<file path="config.mk">
export PLATFORM = sky130hd
export DESIGN_NAME = snlr_useq
export DESIGN_NICKNAME = d
export VERILOG_FILES = /design/src/rtl/snlr_pkg.sv /design/src/rtl/snlr_useq.sv
export VERILOG_INCLUDE_DIRS = /design/src /design/src/rtl
export SDC_FILE = /design/constraint.sdc
export NUM_CORES = 1
export LEC_CHECK = 0
export ABC_AREA = 1
export BUFFER_PORTS_ARGS = -buffer_cell sky130_fd_sc_hd__clkbuf_2
export CORE_UTILIZATION = 55
export CTS_BUF_LIST = sky130_fd_sc_hd__clkbuf_16
export DETAILED_ROUTE_END_ITERATION = 10
export MAX_ROUTING_LAYER = met4
export PLACE_DENSITY = 0.82
export SLEW_MARGIN = 15
export SYNTH_ARGS = -nofsm -noshare
export SYNTH_HDL_FRONTEND = slang
export SYNTH_SLANG_ARGS = --single-unit
</file>
<file path="constraint.sdc">
create_clock -name clk -period 4 [get_ports clk]
set_input_delay 0.8 -clock clk [delete_from_list [all_inputs] [get_ports clk]]
set_output_delay 0.8 -clock clk [all_outputs]
set_load 0.01 [all_outputs]
</file>
<file path="src/rtl/sorted_neighbor_list_replace_top_assert.svh">
// Assertion macros shared by the block's modules.
// Each macro expects clk and rst_n in the scope where it is used.
`ifndef SORTED_NEIGHBOR_LIST_REPLACE_TOP_ASSERT_SVH
`define SORTED_NEIGHBOR_LIST_REPLACE_TOP_ASSERT_SVH

// Same-cycle implication.
`define SNLR_ASSERT_IMP(label, ante, cons, msg) \
    label: assert property (@(posedge clk) disable iff (!rst_n) (ante) |-> (cons)) \
        else $error(msg);

// Next-cycle implication.
`define SNLR_ASSERT_NXT(label, ante, cons, msg) \
    label: assert property (@(posedge clk) disable iff (!rst_n) (ante) |=> (cons)) \
        else $error(msg);

`endif

</file>
<file path="src/rtl/snlr_pkg.sv">
`timescale 1ns / 1ps

package snlr_pkg;

    localparam int VERTICES_DEF   = 256;
    localparam int MAX_DEGREE_DEF = 64;

    // Operation codes; read is the remaining code and falls through dispatch.
    localparam logic [1:0] OP_CLEAR   = 2'd0;
    localparam logic [1:0] OP_APPEND  = 2'd1;
    localparam logic [1:0] OP_REPLACE = 2'd2;

    localparam logic [1:0] ST_OK   = 2'd0;
    localparam logic [1:0] ST_POS  = 2'd1;
    localparam logic [1:0] ST_FULL = 2'd2;

    typedef struct packed {
        logic [1:0] op;
        logic [7:0] row_vertex;
        logic [6:0] position;
        logic [7:0] new_neighbor;
    } req_t;

    typedef struct packed {
        logic [6:0] new_count;
        logic       removed;
        logic [7:0] read_value;
        logic [1:0] status;
    } rsp_t;

    typedef logic [5:0] upc_t;

    typedef enum logic [3:0] {
        C_NEVER,
        C_ALWAYS,
        C_IN_VALID,
        C_CLR_LAST,
        C_OP_CLEAR,
        C_OP_APPEND,
        C_OP_REPLACE,
        C_POS_BAD,
        C_FULL,
        C_K_LE_N,
        C_K_GT0,
        C_U_LT,
        C_U_GT,
        C_U_EQ
    } cond_t;

    typedef enum logic [1:0] {N_HOLD, N_ZERO, N_INC, N_DEC} cnt_op_t;
    typedef enum logic [2:0] {K_HOLD, K_POS_P1, K_POS_M1, K_INC, K_DEC, K_ADD2} k_op_t;
    typedef enum logic [2:0] {A_K, A_KM1, A_KP1, A_POS, A_CNTP1} asel_t;
    typedef enum logic {W_CUR, W_NB} wsel_t;
    typedef enum logic [1:0] {SS_NONE, SS_POS, SS_FULL} sset_t;

    typedef struct packed {
        logic    accept;
        logic    clr_wr;
        logic    cnt_rd;
        logic    cnt_ld;
        logic    cnt_wr;
        cnt_op_t cnt_op;
        logic    mem_rd;
        logic    mem_wr;
        asel_t   asel;
        wsel_t   wsel;
        k_op_t   k_op;
        sset_t   sset;
        logic    set_removed;
        logic    rd_ld;
        logic    done;
        cond_t   cond;
        logic    inv;
        upc_t    target;
    } ctrl_t;

    typedef struct packed {
        logic clr_last;
        logic op_clear;
        logic op_append;
        logic op_replace;
        logic pos_bad;
        logic full;
        logic k_le_n;
        logic k_gt0;
        logic u_lt;
        logic u_gt;
        logic u_eq;
    } flags_t;

    // Program step labels
    localparam upc_t U_CLR     = 6'd0;
    localparam upc_t U_IDLE    = 6'd1;
    localparam upc_t U_FETCH   = 6'd2;
    localparam upc_t U_LOADCNT = 6'd3;
    localparam upc_t U_D0      = 6'd4;
    localparam upc_t U_D1      = 6'd5;
    localparam upc_t U_D2      = 6'd6;
    localparam upc_t U_READ    = 6'd7;
    localparam upc_t U_READ_RD = 6'd8;
    localparam upc_t U_READ_LD = 6'd9;
    localparam upc_t U_POS_ERR = 6'd10;
    localparam upc_t U_CLEAR   = 6'd11;
    localparam upc_t U_APPEND  = 6'd12;
    localparam upc_t U_APP_WR  = 6'd13;
    localparam upc_t U_FULL    = 6'd14;
    localparam upc_t U_REPL    = 6'd15;
    localparam upc_t U_REPL_RD = 6'd16;
    localparam upc_t U_REPL_CM = 6'd17;
    localparam upc_t U_RIGHT   = 6'd18;
    localparam upc_t U_RLOOP   = 6'd19;
    localparam upc_t U_RRD     = 6'd20;
    localparam upc_t U_RCMP    = 6'd21;
    localparam upc_t U_RMOVE   = 6'd22;
    localparam upc_t U_RCHK    = 6'd23;
    localparam upc_t U_RDEL    = 6'd24;
    localparam upc_t U_RPUT    = 6'd25;
    localparam upc_t U_LEFT    = 6'd26;
    localparam upc_t U_LLOOP   = 6'd27;
    localparam upc_t U_LRD     = 6'd28;
    localparam upc_t U_LCMP    = 6'd29;
    localparam upc_t U_LMOVE   = 6'd30;
    localparam upc_t U_LCHK    = 6'd31;
    localparam upc_t U_LDEL    = 6'd32;
    localparam upc_t U_LPUT    = 6'd33;
    localparam upc_t U_DLOOP   = 6'd34;
    localparam upc_t U_DRD     = 6'd35;
    localparam upc_t U_DMOVE   = 6'd36;
    localparam upc_t U_DEND    = 6'd37;
    localparam upc_t U_WB      = 6'd38;
    localparam upc_t U_DONE    = 6'd39;

    // Control store. Jump is taken when the selected condition, xor inv, is true.
    function automatic ctrl_t ucode(upc_t s);
        ctrl_t c;
        c = '0;
        unique case (s)
            U_CLR:     begin c.clr_wr = 1'b1; c.cond = C_CLR_LAST; c.inv = 1'b1;
                             c.target = U_CLR; end
            U_IDLE:    begin c.accept = 1'b1; c.cond = C_IN_VALID; c.inv = 1'b1;
                             c.target = U_IDLE; end
            U_FETCH:   begin c.cnt_rd = 1'b1; end
            U_LOADCNT: begin c.cnt_ld = 1'b1; end
            U_D0:      begin c.cond = C_OP_CLEAR; c.target = U_CLEAR; end
            U_D1:      begin c.cond = C_OP_APPEND; c.target = U_APPEND; end
            U_D2:      begin c.cond = C_OP_REPLACE; c.target = U_REPL; end
            U_READ:    begin c.cond = C_POS_BAD; c.target = U_POS_ERR; end
            U_READ_RD: begin c.mem_rd = 1'b1; c.asel = A_POS; end
            U_READ_LD: begin c.rd_ld = 1'b1; c.cond = C_ALWAYS; c.target = U_WB; end
            U_POS_ERR: begin c.sset = SS_POS; c.cond = C_ALWAYS; c.target = U_WB; end
            U_CLEAR:   begin c.cnt_op = N_ZERO; c.cond = C_ALWAYS; c.target = U_WB; end
            U_APPEND:  begin c.cond = C_FULL; c.target = U_FULL; end
            U_APP_WR:  begin c.mem_wr = 1'b1; c.asel = A_CNTP1; c.wsel = W_NB;
                             c.cnt_op = N_INC; c.cond = C_ALWAYS; c.target = U_WB; end
            U_FULL:    begin c.sset = SS_FULL; c.cond = C_ALWAYS; c.target = U_WB; end
            U_REPL:    begin c.cond = C_POS_BAD; c.target = U_POS_ERR; end
            U_REPL_RD: begin c.mem_rd = 1'b1; c.asel = A_POS; end
            U_REPL_CM: begin c.cond = C_U_LT; c.target = U_LEFT; end
            U_RIGHT:   begin c.k_op = K_POS_M1; end
            U_RLOOP:   begin c.cond = C_K_GT0; c.inv = 1'b1; c.target = U_RPUT; end
            U_RRD:     begin c.mem_rd = 1'b1; c.asel = A_K; end
            U_RCMP:    begin c.cond = C_U_GT; c.inv = 1'b1; c.target = U_RCHK; end
            U_RMOVE:   begin c.mem_wr = 1'b1; c.asel = A_KP1; c.wsel = W_CUR;
                             c.k_op = K_DEC; c.cond = C_ALWAYS; c.target = U_RLOOP; end
            U_RCHK:    begin c.cond = C_U_EQ; c.inv = 1'b1; c.target = U_RPUT; end
            U_RDEL:    begin c.k_op = K_ADD2; c.set_removed = 1'b1; c.cond = C_ALWAYS;
                             c.target = U_DLOOP; end
            U_RPUT:    begin c.mem_wr = 1'b1; c.asel = A_KP1; c.wsel = W_NB;
                             c.cond = C_ALWAYS; c.target = U_WB; end
            U_LEFT:    begin c.k_op = K_POS_P1; end
            U_LLOOP:   begin c.cond = C_K_LE_N; c.inv = 1'b1; c.target = U_LPUT; end
            U_LRD:     begin c.mem_rd = 1'b1; c.asel = A_K; end
            U_LCMP:    begin c.cond = C_U_LT; c.inv = 1'b1; c.target = U_LCHK; end
            U_LMOVE:   begin c.mem_wr = 1'b1; c.asel = A_KM1; c.wsel = W_CUR;
                             c.k_op = K_INC; c.cond = C_ALWAYS; c.target = U_LLOOP; end
            U_LCHK:    begin c.cond = C_U_EQ; c.inv = 1'b1; c.target = U_LPUT; end
            U_LDEL:    begin c.set_removed = 1'b1; c.cond = C_ALWAYS; c.target = U_DMOVE; end
            U_LPUT:    begin c.mem_wr = 1'b1; c.asel = A_KM1; c.wsel = W_NB;
                             c.cond = C_ALWAYS; c.target = U_WB; end
            U_DLOOP:   begin c.cond = C_K_LE_N; c.inv = 1'b1; c.target = U_DEND; end
            U_DRD:     begin c.mem_rd = 1'b1; c.asel = A_K; end
            U_DMOVE:   begin c.mem_wr = 1'b1; c.asel = A_KM1; c.wsel = W_CUR;
                             c.k_op = K_INC; c.cond = C_ALWAYS; c.target = U_DLOOP; end
            U_DEND:    begin c.cnt_op = N_DEC; end
            U_WB:      begin c.cnt_wr = 1'b1; end
            U_DONE:    begin c.done = 1'b1; c.cond = C_ALWAYS; c.target = U_IDLE; end
            default:   begin c.cond = C_ALWAYS; c.target = U_IDLE; end
        endcase
        return c;
    endfunction

endpackage

</file>
<file path="src/rtl/snlr_useq.sv">
`timescale 1ns / 1ps
`include "sorted_neighbor_list_replace_top_assert.svh"

module snlr_useq (
    input  logic            clk,
    input  logic            rst_n,
    input  logic            req_valid,
    input  logic            hold,
    input  snlr_pkg::flags_t flags,
    output snlr_pkg::ctrl_t  ctrl
);
    import snlr_pkg::*;

    upc_t upc_reg;
    upc_t upc_next;
    logic cond_true;

    assign ctrl = ucode(upc_reg);

    always_comb
    begin
        unique case (ctrl.cond)
            C_NEVER:      cond_true = 1'b0;
            C_ALWAYS:     cond_true = 1'b1;
            C_IN_VALID:   cond_true = req_valid;
            C_CLR_LAST:   cond_true = flags.clr_last;
            C_OP_CLEAR:   cond_true = flags.op_clear;
            C_OP_APPEND:  cond_true = flags.op_append;
            C_OP_REPLACE: cond_true = flags.op_replace;
            C_POS_BAD:    cond_true = flags.pos_bad;
            C_FULL:       cond_true = flags.full;
            C_K_LE_N:     cond_true = flags.k_le_n;
            C_K_GT0:      cond_true = flags.k_gt0;
            C_U_LT:       cond_true = flags.u_lt;
            C_U_GT:       cond_true = flags.u_gt;
            C_U_EQ:       cond_true = flags.u_eq;
            default:      cond_true = 1'b0;
        endcase

        priority if (hold)
        begin
            upc_next = upc_reg;
        end
        else if (cond_true ^ ctrl.inv)
        begin
            upc_next = ctrl.target;
        end
        else
        begin
            upc_next = upc_reg + upc_t'(1);
        end
    end

    always_ff @(posedge clk or negedge rst_n)
    begin
        if (!rst_n)
        begin
            upc_reg <= U_CLR;
        end
        else
        begin
            upc_reg <= upc_next;
        end
    end

    `SNLR_ASSERT_IMP(a_upc_in_program, 1'b1, upc_reg <= U_DONE,
                     "step counter left the program")
    `SNLR_ASSERT_NXT(a_done_to_idle, ctrl.done && !hold, upc_reg == U_IDLE,
                     "result hand-off did not return to idle")

endmodule

</file>
==> PnR_summary.wiki, run 1 <==
{| class="wikitable"
! Metric !! Value
|-
| Final Instance Count excl. Fillers || about 360
|-
| Post-synthesis average cell area || 5.151 um2
|-
| Async S/R FF share, synth || 1.000
|-
| Number of nets with antenna violations after detailed routing || 0
|-
| TritonCTS clock tree || done
|-
| Number of warnings printed during yosys synthesis || 0
|-
| Critical Path, Cell by Cell || nor2_2 -> inv_1 -> nor2_1 -> inv_1 -> nand3_1 -> nor2_1 -> nand3_1 -> inv_1 -> nand3_1 -> nor4_1 -> nor2_1 -> inv_1 -> clkbuf_2
|-
| Post-detailed-route via-to-cell ratio || 5.632
|-
| Setup clock skew after layout || 0.4253 ps
|-
| Share of power burned in the clock network || 0.086
|-
| Std-Cell Rows || 18
|-
| Slowest stage delay, CP || 480 ps
|-
| Horizontal extent of the die || 54.12 um
|-
| Comb power frac || 0.831
|-
| Quantity of I/O buffers inserted on ports || between 40 and 50
|-
| H-tree depth reported by CTS || 1
|-
| Most prevalent standard cell on the critical path || sky130_fd_sc_hd__inv_1
|-
| Number of optimization iterations in the first detailed-route pass || 5
|-
| R2R depth || 18
|-
| Setup slack of the most critical reg-to-reg path || 950 ps
|-
| Internal power of the cells || 0.0007166 W
|-
| Result of the run || complete, no violations
|-
| Maximum frequency from static timing analysis || 298.9 MHz
|-
| Total Negative Setup Slacks || 0 ps
|-
| Minimum period implied by the final worst setup slack || 3345 ps
|-
| Post-CTS Setup Bufs || 0
|-
| Overall global routing resource usage || 0.3707
|-
| Num CTS Buffers || 3
|-
| Gr ovfl total || 0
|-
| Area enclosed by the die boundary || around 2900 um2
|-
| Seq/Total Area, Yosys || 0.1005
|-
| Vertical die dimension || roughly 54 um
|-
| Synthesized netlist net count || 309
|-
| Hold violation count in the final report || 0
|-
| Syn Std Cell Area || between 1000 and 1500 um2
|-
| Leading register cell type out of synthesis || sky130_fd_sc_hd__dfrtp_1
|-
| CP max-delay cell || sky130_fd_sc_hd__nor2_2
|-
| Clk buf depth || 2
|-
| Proportion of netlist area held by the largest area contributor || 0.2077
|-
| Flip-flop count of the largest register, all copies and words added || 6
|-
| Startpoint kind of the worst setup timing path || flop
|-
| Biggest area consumer among synthesized cells || sky130_fd_sc_hd__nand3_1
|-
| Cell leakage power || 1.218 nW
|-
| Worst Hold Margin || 395.5 ps
|-
| Number of top-level pins || 47
|-
| Final period utilization || 0.8363
|-
| Top-count cell post-synth || sky130_fd_sc_hd__nand2_1
|-
| Number of standard cells after synthesis || 290
|-
| Area of the placeable core || between 2000 and 3000 um2
|-
| Clk sinks || 6
|-
| Layout overhead on the synthesized area || 19.93%
|-
| Category of the critical setup timing path || reg2out
|-
| Min-Delay Path Class || in2async
|-
| Post-synth cell types || 25
|-
| Global-route wire length before repair || 7783 um
|-
| Initial drt markers || 68
|-
| Number of placed instances with taps included || 361
|-
| Pin slew with the least headroom to its limit || 534.5 ps
|-
| Inserted Diodes || 0
|-
| Antenna violations before repair || 0
|-
| Placer Congestion || 1.070
|-
| Detail-routed net length per standard cell || between 10 and 15 um
|-
| Total setup violations reported at the end of the flow || 0
|-
| Crit path max fanout || 12
|-
| Reg-to-reg endpoint || upc_reg[4]$_DFFE_PN0N_
|-
| IR Drop Worst-Case VDD || 794.3 uV
|-
| Ranking of synthesized cells by area || sky130_fd_sc_hd__nand3_1, sky130_fd_sc_hd__nand2_1, sky130_fd_sc_hd__nor2_1
|-
| Count of unresolved DRC violations after routing || 0
|-
| Clock slew at reported path FFs || 30 ps
|-
| Critical register-to-register path startpoint || upc_reg[4]$_DFFE_PN0N_
|-
| Fraction of power consumed by sequential logic || 0.083
|-
| Clk_lat worst skew || between 200 and 250 ps
|-
| Arr. time, crit path || 2550 ps
|-
| Share of final-layout standard cells stronger than drive strength 1 || 0.1976
|-
| Final-layout fill cell count || 251
|-
| Largest net degree at the start of global routing || 14
|-
| Kind of end point of the critical path || output pin
|-
| Number of gates given a new drive strength after cts || 0
|-
| Post-route total power || 0.001853 W
|-
| Power per unit of standard cell area || 1034 nW/um2
|-
| Hold Buf Count CTS || 0
|-
| Total of max-cap violations || 0
|-
| Vias after detailed routing || 2050
|-
| DP Wirelength || approximately 3800 um
|-
| Synth top cells by count || sky130_fd_sc_hd__nand2_1, sky130_fd_sc_hd__nand3_1, sky130_fd_sc_hd__nor2_1
|-
| Slew Viols, Final || 0
|-
| Initial core utilization || 0.5923
|-
| Critical Path RT || 3200 ps
|-
| Switching share of power || 0.6132
|-
| Number of global-route vias before repair || 1793
|-
| Switching power || 0.001136 W
|-
| Final nets || 355
|-
| Number of synthesized flops with an enable pin || 0
|-
| Number of synthesized register bits || 6
|-
| Unrepaired setup endpoints after global routing || false
|-
| Root buffer cell || sky130_fd_sc_hd__clkbuf_16
|-
| Worst slew margin relative to its limit || 0.6433
|-
| Total length of routed wires || about 4800 um
|}
## power by group through the flow
stage	Clock (W)	Combinational, W	Sequential [W]
2_1_floorplan	0	0.00115	0.000121
3_3_place_gp	0	0.00148	0.000150
3_5_place_dp	0	0.00148	0.000152
4_1_cts	0.000162	0.00150	0.000153
5_1_grt	0.000165	0.00172	0.000159
6_report	0.000159	0.00154	0.000154
## per-stage QoR
step                setup WS, ps  area, um2  utilization
floorplan                   1265       1494            -
global placement           960.6       1717       0.6806
detailed placement         958.0       1717       0.6806
CTS                        712.1       1792       0.7103
global route               461.4       1792       0.7103
finish                     654.9       1792       0.7103
## layout by cell type, fill, tap and decap left out
master	Yosys	final
sky130_fd_sc_hd__a21oi_1	2	2
sky130_fd_sc_hd__a31oi_1	1	1
sky130_fd_sc_hd__and3_1	1	1
sky130_fd_sc_hd__clkbuf_16	0	3
sky130_fd_sc_hd__clkbuf_2	0	46
sky130_fd_sc_hd__dfrtp_1	6	6
sky130_fd_sc_hd__ha_1	4	4
sky130_fd_sc_hd__inv_1	38	38
sky130_fd_sc_hd__inv_2	4	4
sky130_fd_sc_hd__nand2_1	72	72
sky130_fd_sc_hd__nand2_2	5	5
sky130_fd_sc_hd__nand3_1	62	62
sky130_fd_sc_hd__nand3_2	1	1
sky130_fd_sc_hd__nand3b_1	3	3
sky130_fd_sc_hd__nand4_1	8	8
sky130_fd_sc_hd__nor2_1	55	55
sky130_fd_sc_hd__nor2_2	3	3
sky130_fd_sc_hd__nor2_4	3	3
sky130_fd_sc_hd__nor3_1	5	5
sky130_fd_sc_hd__nor3_4	1	1
sky130_fd_sc_hd__nor4_1	4	4
sky130_fd_sc_hd__o211ai_1	1	1
sky130_fd_sc_hd__o21ai_0	3	3
sky130_fd_sc_hd__xor2_1	3	3
## logic make-up (layout without fill, tap and decap cells)
family,count (synthesis),count (layout),synth area share
flops,6,6,0.1005
buf+inv,47,91,0.1357
simple gates,223,223,0.6868
xor+xnor,3,3,0.01759
compound gates,7,7,0.02597
fa+ha+maj,4,4,0.03350
## final cells by class
cell class / instances / area [um2] / area share
Timing Repair Buffer: 46 / 230.2 / 0.1285
Multi-Input combinational cell: 237 / 1141 / 0.6369
Tap cell: 30 / 37.54 / 0.02095
Sequential cell: 6 / 150.1 / 0.08380
Clock buffer: 3 / 75.07 / 0.04190
Inverter: 42 / 157.7 / 0.08799
## critical path, delay by kind of cell, from the launching register on
kind                   cells  cell delay [ps]
AND/OR/NAND/NOR            8             1250
buffers and inverters      5              610
flip-flops                 1              460
## how the worst max path moves through the flow
stage | startpoint | slack, ps | cells past startpoint | to
5_1_grt | upc_reg[4]$_DFFE_PN0N_ | 460 | 13 | ctrl[0]
2_1_floorplan | upc_reg[1]$_DFFE_PN0N_ | 1260 | 15 | ctrl[0]
6_report | upc_reg[4]$_DFFE_PN0N_ | 650 | 13 | ctrl[0]
4_1_cts | upc_reg[4]$_DFFE_PN0N_ | 710 | 13 | ctrl[0]
3_3_place_gp | upc_reg[4]$_DFFE_PN0N_ | 960 | 13 | ctrl[0]
3_5_place_dp | upc_reg[4]$_DFFE_PN0N_ | 960 | 13 | ctrl[0]
## per-layer routing
layer	track usage	vias up	wire length, um
li1	-	1030	-
met5	-	-	0
met3	0.05932	11	376
met2	0.6173	102	2205
met4	0.08120	0	81
met1	0.4676	907	2168
(Power assumes the default switching activity.)
==> inputs of run 2 (changes only) <==
--- a/config.mk
+++ b/config.mk
@@ -8,11 +8,11 @@
 export LEC_CHECK = 0
 export ABC_AREA = 1
 export BUFFER_PORTS_ARGS = -buffer_cell sky130_fd_sc_hd__clkbuf_2
-export CORE_UTILIZATION = 55
+export CORE_UTILIZATION = 52
 export CTS_BUF_LIST = sky130_fd_sc_hd__clkbuf_16
 export DETAILED_ROUTE_END_ITERATION = 10
 export MAX_ROUTING_LAYER = met4
-export PLACE_DENSITY = 0.82
+export PLACE_DENSITY = 0.78
 export SLEW_MARGIN = 15
 export SYNTH_ARGS = -nofsm -noshare
 export SYNTH_HDL_FRONTEND = slang
==> constraint.sdc (replaced) <==
create_clock -name clk -period 3.1 [get_ports clk]
set_input_delay 0.62 -clock clk [delete_from_list [all_inputs] [get_ports clk]]
set_output_delay 0.62 -clock clk [all_outputs]
set_load 0.01 [all_outputs]
==> run 2 against run 1 <==
Effect of this change:
- sequential cell count is the same
- clock power grew 33%
- sequential share of layout area shrank 0.15 points
- clock skew grew 2.7 ps
- largest cell class unchanged
- final area grew 3.6%
- critical endpoint unchanged
- clock-buffer cell count is the same
- die area grew 5.6%
==> PnR_summary.wiki, run 2 (synthesis gave the netlist of run 1 again) <==
{| class="wikitable"
! Metric !! Value
|-
| Result of the run || complete, no violations
|-
| Unrepaired setup endpoints after global routing || true
|-
| Comb power frac || 0.829
|-
| Global-route wire length before repair || 8086 um
|-
| Minimum period implied by the final worst setup slack || 2960 ps
|-
| Category of the critical setup timing path || reg2out
|-
| TritonCTS clock tree || done
|-
| Commonest non-fill, non-tap cell in the layout || sky130_fd_sc_hd__nand2_1
|-
| Std-Cell Rows || 19
|-
| Clk sinks || 6
|-
| Flip-flop count of the largest register, all copies and words added || 6
|-
| Area of the placeable core || 2734 um2
|-
| Inserted Diodes || 0
|-
| Number of placed instances with taps included || 362
|-
| DP Wirelength || 3940 um
|-
| Arr. time, crit path || 2340 ps
|-
| Overall global routing resource usage || 0.3325
|-
| Worst slew margin relative to its limit || 0.7076
|-
| Final Instance Count excl. Fillers || 365
|-
| Pin slew with the least headroom to its limit || 438.7 ps
|-
| Worst Setup Slack, final || 140.1 ps
|-
| Startpoint kind of the worst setup timing path || flop
|-
| Share of power burned in the clock network || 0.085
|-
| Final nets || 355
|-
| Internal power of the cells || 0.0009656 W
|-
| Setup slack of the most critical reg-to-reg path || 260 ps
|-
| Cell leakage power || approximately 1.2 nW
|-
| Hold violation count in the final report || 0
|-
| Number of top-level pins || 47
|-
| Setup clock skew after layout || about 3.1 ps
|-
| Area enclosed by the die boundary || 3091 um2
|-
| Share of final-layout standard cells stronger than drive strength 1 || 0.2395
|-
| Number of nets with antenna violations after detailed routing || 0
|-
| Placer Congestion || 0.9750
|-
| Post-CTS Setup Bufs || 0
|-
| Total of max-cap violations || 0
|-
| Placed instance area || 1718 um2
|-
| Fraction of power consumed by sequential logic || 0.086
|-
| Clk buf depth || 2
|-
| Total length of routed wires || 5035 um
|-
| Most used cells in the layout excluding fill and tap cells || sky130_fd_sc_hd__nand2_1, sky130_fd_sc_hd__nand3_1, sky130_fd_sc_hd__nor2_1
|-
| Final cell area excluding filler cells || 1856 um2
|-
| Clock slew at reported path FFs || roughly 30 ps
|-
| H-tree depth reported by CTS || 1
|-
| Min-Delay Path Class || in2async
|-
| Power per unit of standard cell area || between 1000 and 1500 nW/um2
|-
| Post-route total power || 0.002480 W
|-
| Root buffer cell || sky130_fd_sc_hd__clkbuf_16
|-
| Final period utilization || 0.9548
|-
| Initial drt markers || 150
|-
| Critical register-to-register path startpoint || upc_reg[0]$_DFFE_PN0N_
|-
| Number of global-route vias before repair || around 1800
|-
| Largest net degree at the start of global routing || 14
|-
| Count of unresolved DRC violations after routing || 0
|-
| Reg-to-reg endpoint || upc_reg[4]$_DFFE_PN0N_
|-
| Antenna violations before repair || 0
|-
| Crit path max fanout || 8
|-
| Total setup violations reported at the end of the flow || 0
|-
| Gr ovfl total || 0
|-
| DP Worst Slack || 239.3 ps
|-
| Vertical die dimension || 55.60 um
|-
| IR Drop Worst-Case VDD || 1312 uV
|-
| R2R depth || 19
|-
| Num CTS Buffers || 3
|-
| Detail-routed net length per standard cell || 13.79 um
|-
| Switching share of power || 0.6106
|-
| Initial core utilization || 0.5465
|-
| Switching power || 0.001514 W
|-
| Maximum frequency from static timing analysis || ~340 MHz
|-
| Quantity of I/O buffers inserted on ports || 46
|-
| Layout overhead on the synthesized area || 24.20%
|-
| Kind of end point of the critical path || output pin
|-
| Number of optimization iterations in the first detailed-route pass || 5
|-
| Clk_lat worst skew || between 200 and 250 ps
|-
| Vias after detailed routing || approximately 2100
|-
| Slew Viols, Final || 0
|-
| Post-detailed-route via-to-cell ratio || 5.658
|-
| Horizontal extent of the die || 55.60 um
|-
| Critical Path RT || 2480 ps
|-
| Final-layout fill cell count || 274
|}
==> run 2: changes by cell type in the layout (fill, tap and decap cells not counted), moves of 3 or more <==
cell | before | now
sky130_fd_sc_hd__nand3_1 | 62 | 59
sky130_fd_sc_hd__nand2_1 | 72 | 69
sky130_fd_sc_hd__nand3_2 | 1 | 4
sky130_fd_sc_hd__nand2_2 | 5 | 8
==> run 2: worst max path at each step <==
| stage | from | to | slack [ps] | cells past startpoint |
|---|---|---|---|---|
| final | upc_reg[0]$_DFFE_PN0N_ | ctrl[0] | 140 | 10 |
| after global routing | upc_reg[0]$_DFFE_PN0N_ | ctrl[0] | -8 | 10 |
| after CTS | upc_reg[4]$_DFFE_PN0N_ | ctrl[0] | 1 | 13 |
| after detailed placement | upc_reg[0]$_DFFE_PN0N_ | upc_reg[4]$_DFFE_PN0N_ | 240 | 19 |
| after global placement | upc_reg[4]$_DFFE_PN0N_ | ctrl[0] | 270 | 13 |
| after floorplan | upc_reg[1]$_DFFE_PN0N_ | ctrl[0] | 540 | 15 |
==> run 2: metal layers <==
metal / part of all wire / wire [um] / global-route usage / up-vias
met5: 0 / 0 / - / -
met4: 0.011 / 53 / 0.06429 / 0
met3: 0.089 / 449 / 0.01628 / 6
met2: 0.47 / 2386 / 0.5594 / 132
met1: 0.43 / 2146 / 0.4477 / 894
li1: - / - / - / 1033
==> run 2: area by class of cell <==
class / count / area (um2) / share of cell area
flip-flops and latches: 6 / 152.6 / 0.08227
clock buffers: 3 / 75.07 / 0.04046
well taps: 31 / 38.79 / 0.02090
repair buffers: 46 / 230.2 / 0.1241
inverters: 42 / 157.7 / 0.08496
multi-input cells: 237 / 1201 / 0.6473
==> run 2: repair_timing <==
item | in CTS | in global routing
endpoints found under the setup margin | 0 | 9
hold buffers | 0 | 0
resized for setup | 0 | 16
==> run 2: stage by stage <==
step	hold slack, ps	utilization	setup TNS [ps]
floorplan	324.4	-	0
global placement	447.5	0.6284	0
detailed placement	452.3	0.6284	0
CTS	215.2	0.6558	0
global route	230.9	0.6787	-7.586
finish	213.8	0.6787	0
==> run 2: critical path: stages (launching register included) <==
cell and delay [ps]:
sky130_fd_sc_hd__dfrtp_2 450, sky130_fd_sc_hd__inv_1 90, sky130_fd_sc_hd__ha_1 330, sky130_fd_sc_hd__nand3_1 160, sky130_fd_sc_hd__nor2_1 100, sky130_fd_sc_hd__nor3_1 250
sky130_fd_sc_hd__nand2_1 170, sky130_fd_sc_hd__nor4_2 290, sky130_fd_sc_hd__nor2_1 100, sky130_fd_sc_hd__inv_1 60, sky130_fd_sc_hd__clkbuf_2 120
==> run 2: power groups by stage <==
stage	clock network (W)	registers, W	logic [W]
global placement	0	0.000194	0.00191
CTS	0.000212	0.000200	0.00194
finish	0.000212	0.000213	0.00206
global route	0.000213	0.000219	0.00226
floorplan	0	0.000157	0.00148
detailed placement	0	0.000199	0.00192
==> inputs of run 3 (changes only) <==
==> constraint.sdc (replaced) <==
create_clock -name clk -period 2.9 [get_ports clk]
set_input_delay 0.58 -clock clk [delete_from_list [all_inputs] [get_ports clk]]
set_output_delay 0.58 -clock clk [all_outputs]
set_load 0.01 [all_outputs]
==> run 3 against run 2 <==
Effect of this change:
- highest routed layer unchanged
- critical endpoint is now ctrl[6]
- utilization grew 5.4 points
- setup slack lost 170 ps
- the run now ends with setup timing left
- via count grew 6.3%
==> PnR_summary.wiki, run 3 (synthesis gave the netlist of run 1 again) <==
{| class="wikitable"
! Metric !! Value
|-
| Fraction of power consumed by sequential logic || 0.074
|-
| Most prevalent standard cell on the critical path || sky130_fd_sc_hd__nand3_1
|-
| Vertical die dimension || 55.60 um
|-
| CP max-delay cell || sky130_fd_sc_hd__nor4_1
|-
| Post-detailed-route via-to-cell ratio || slightly below 6
|-
| Share of final-layout standard cells stronger than drive strength 1 || 0.3064
|-
| Most used cells in the layout excluding fill and tap cells || sky130_fd_sc_hd__nand2_1, sky130_fd_sc_hd__nand3_1, sky130_fd_sc_hd__nor2_1
|-
| Final nets || 367
|-
| Storage element area || 153.9 um2
|-
| Pin slew with the least headroom to its limit || ~580 ps
|-
| Initial core utilization || 0.5465
|-
| Startpoint kind of the worst setup timing path || flop
|-
| Number of nets with antenna violations after detailed routing || 0
|-
| Num CTS Buffers || 3
|-
| Result of the run || finished with violations
|-
| Placer Congestion || ~1.0
|-
| Final cell utilization of the core || 0.7327
|-
| Flip-flop count of the largest register, all copies and words added || 6
|-
| Clk buf depth || 2
|-
| Layout overhead on the synthesized area || 34.09%
|-
| Min-Delay Path Class || in2async
|-
| Hold Buf Count CTS || 0
|-
| H-tree depth reported by CTS || 1
|-
| Detail-routed net length per standard cell || 14.50 um
|-
| Count of unresolved DRC violations after routing || 0
|-
| Number of optimization iterations in the first detailed-route pass || 5
|-
| Inserted Diodes || 0
|-
| Critical Path, Cell by Cell || ha_2 -> buf_4 -> nand3_1 -> nand3_1 -> nor4_1 -> inv_1 -> clkbuf_2
|-
| Horizontal extent of the die || between 50 and 60 um
|-
| Global-route wire length before repair || between 8000 and 9000 um
|-
| Kind of end point of the critical path || output pin
|-
| Total setup violations reported at the end of the flow || 1
|-
| DP Wirelength || 3927 um
|-
| Critical path buffer and inverter count || 3
|-
| Violated checks || setup timing
|-
| Clk_lat worst skew || 230 ps
|-
| Initial drt markers || around 150
|-
| Area enclosed by the die boundary || between 3000 and 4000 um2
|-
| Clock slew at reported path FFs || 30 ps
|-
| Critical Path RT || 2320 ps
|-
| Internal power of the cells || 0.001195 W
|-
| Largest net degree at the start of global routing || 14
|-
| Maximum frequency from static timing analysis || 341.2 MHz
|-
| Unrepaired setup endpoints after global routing || true
|-
| IR Drop Worst-Case VDD || approximately 1500 uV
|-
| Area of the placeable core || 2734 um2
|-
| Slowest stage delay, CP || between 500 and 600 ps
|-
| Number of top-level pins || 47
|-
| Share of power burned in the clock network || 0.075
|-
| Crit path max fanout || 5
|-
| Placed instance area || 1755 um2
|-
| Final period utilization || 1.011
|-
| Clk sinks || 6
|-
| Switching power || 0.001774 W
|-
| Comb power frac || 0.851
|-
| Root buffer cell || sky130_fd_sc_hd__clkbuf_16
|-
| Arr. time, crit path || 2350 ps
|-
| Total length of routed wires || 5467 um
|-
| Quantity of I/O buffers inserted on ports || 46
|-
| Hold violation count in the final report || 0
|-
| Minimum period implied by the final worst setup slack || 2931 ps
|-
| Total of max-cap violations || 0
|-
| Number of global-route vias before repair || around 1900
|-
| Cell leakage power || 1.307 nW
|-
| Power per unit of standard cell area || 1482 nW/um2
|-
| Setup clock skew after layout || just over 0.5 ps
|-
| Worst slew margin relative to its limit || 0.6102
|-
| TritonCTS clock tree || done
|-
| Gr ovfl total || 0
|-
| Final cell area excluding filler cells || 2003 um2
|-
| Final-layout fill cell count || roughly 250
|-
| Std-Cell Rows || 19
|-
| Cell type group with the largest total delay on the critical path || simple AND/OR/NAND/NOR gates
|-
| Category of the critical setup timing path || reg2out
|-
| Overall global routing resource usage || 0.3482
|-
| Commonest non-fill, non-tap cell in the layout || sky130_fd_sc_hd__nand2_1
|-
| Switching share of power || 0.5976
|-
| Antenna violations before repair || 0
|-
| Worst Setup Slack, final || -30.51 ps
|-
| Slew Viols, Final || 0
|-
| Vias after detailed routing || 2196
|-
| Footprint of the multi-input gates || 1245 um2
|}
-- run 3: per-layer routing --
| metal | global-route usage | up-vias | wire [um] |
|---|---|---|---|
| li1 | - | 1055 | - |
| met1 | 0.4619 | 982 | 2289 |
| met2 | 0.5835 | 141 | 2578 |
| met3 | 0.01628 | 18 | 450 |
| met4 | 0.09286 | 0 | 147 |
| met5 | - | - | 0 |
-- run 3: path summary, 6_finish.rpt --
| kind | startpoint | to | slack, ps | cells after the start |
|---|---|---|---|---|
| worst max-delay path | upc_reg[0]$_DFFE_PN0N_ | ctrl[6] | -30 | 7 |
| worst min-delay path | rst_n | upc_reg[4]$_DFFE_PN0N_ | 170 | 1 |
| worst max register to register | upc_reg[2]$_DFFE_PN0N_ | upc_reg[3]$_DFFE_PN0N_ | 190 | 18 |
| worst min register to register | upc_reg[5]$_DFFE_PN0N_ | upc_reg[5]$_DFFE_PN0N_ | 630 | 2 |
| max in group asynchronous | rst_n | upc_reg[2]$_DFFE_PN0N_ | 2560 | 1 |
| min in group clk | upc_reg[5]$_DFFE_PN0N_ | upc_reg[5]$_DFFE_PN0N_ | 630 | 2 |
-- run 3: what timing repair did --
item / CTS / global route
pin swaps: 1 / 3
buffers inserted: 0 / 7
endpoints found under the setup margin: 2 / 10
gates resized for setup: 5 / 26
cloned: 0 / 0
-- run 3: power by group through the flow --
stage / clock (W) / combinational, W / sequential, W
after CTS: 0.000224 / 0.00220 / 0.000211
after floorplan: 0 / 0.00158 / 0.000167
final: 0.000222 / 0.00253 / 0.000219
after detailed placement: 0 / 0.00211 / 0.000207
after global placement: 0 / 0.00210 / 0.000205
after global routing: 0.000228 / 0.00274 / 0.000227
-- run 3: cell type report --
| cell class | count | area share |
|---|---|---|
| Sequential cell | 6 | 0.07683 |
| Inverter | 42 | 0.07870 |
| Clock buffer | 3 | 0.03748 |
| Tap cell | 31 | 0.01936 |
| Multi-Input combinational cell | 237 | 0.6215 |
| Timing Repair Buffer | 58 | 0.1661 |
-- run 3: worst reg2reg max path, delay by kind of cell (launching register included) --
kind / cells / cell delay [ps]
buffers and inverters: 1 / 140
flip-flops: 1 / 490
AND/OR/NAND/NOR: 17 / 1970
-- run 3: per-stage QoR --
step | setup TNS, ps | power (W) | cells | setup WS, ps | hold slack [ps]
2_1_floorplan | 0 | 0.001747 | 290 | 384.7 | 284.4
3_3_place_gp | 0 | 0.002307 | 367 | 172.0 | 412.2
3_5_place_dp | 0 | 0.002319 | 367 | 143.1 | 410.2
4_1_cts | 0 | 0.002634 | 370 | 4.020 | 176.2
5_1_grt | -156.5 | 0.003197 | 377 | -84.76 | 186.0
6_report | -30.51 | 0.002969 | 377 | -30.51 | 172.5
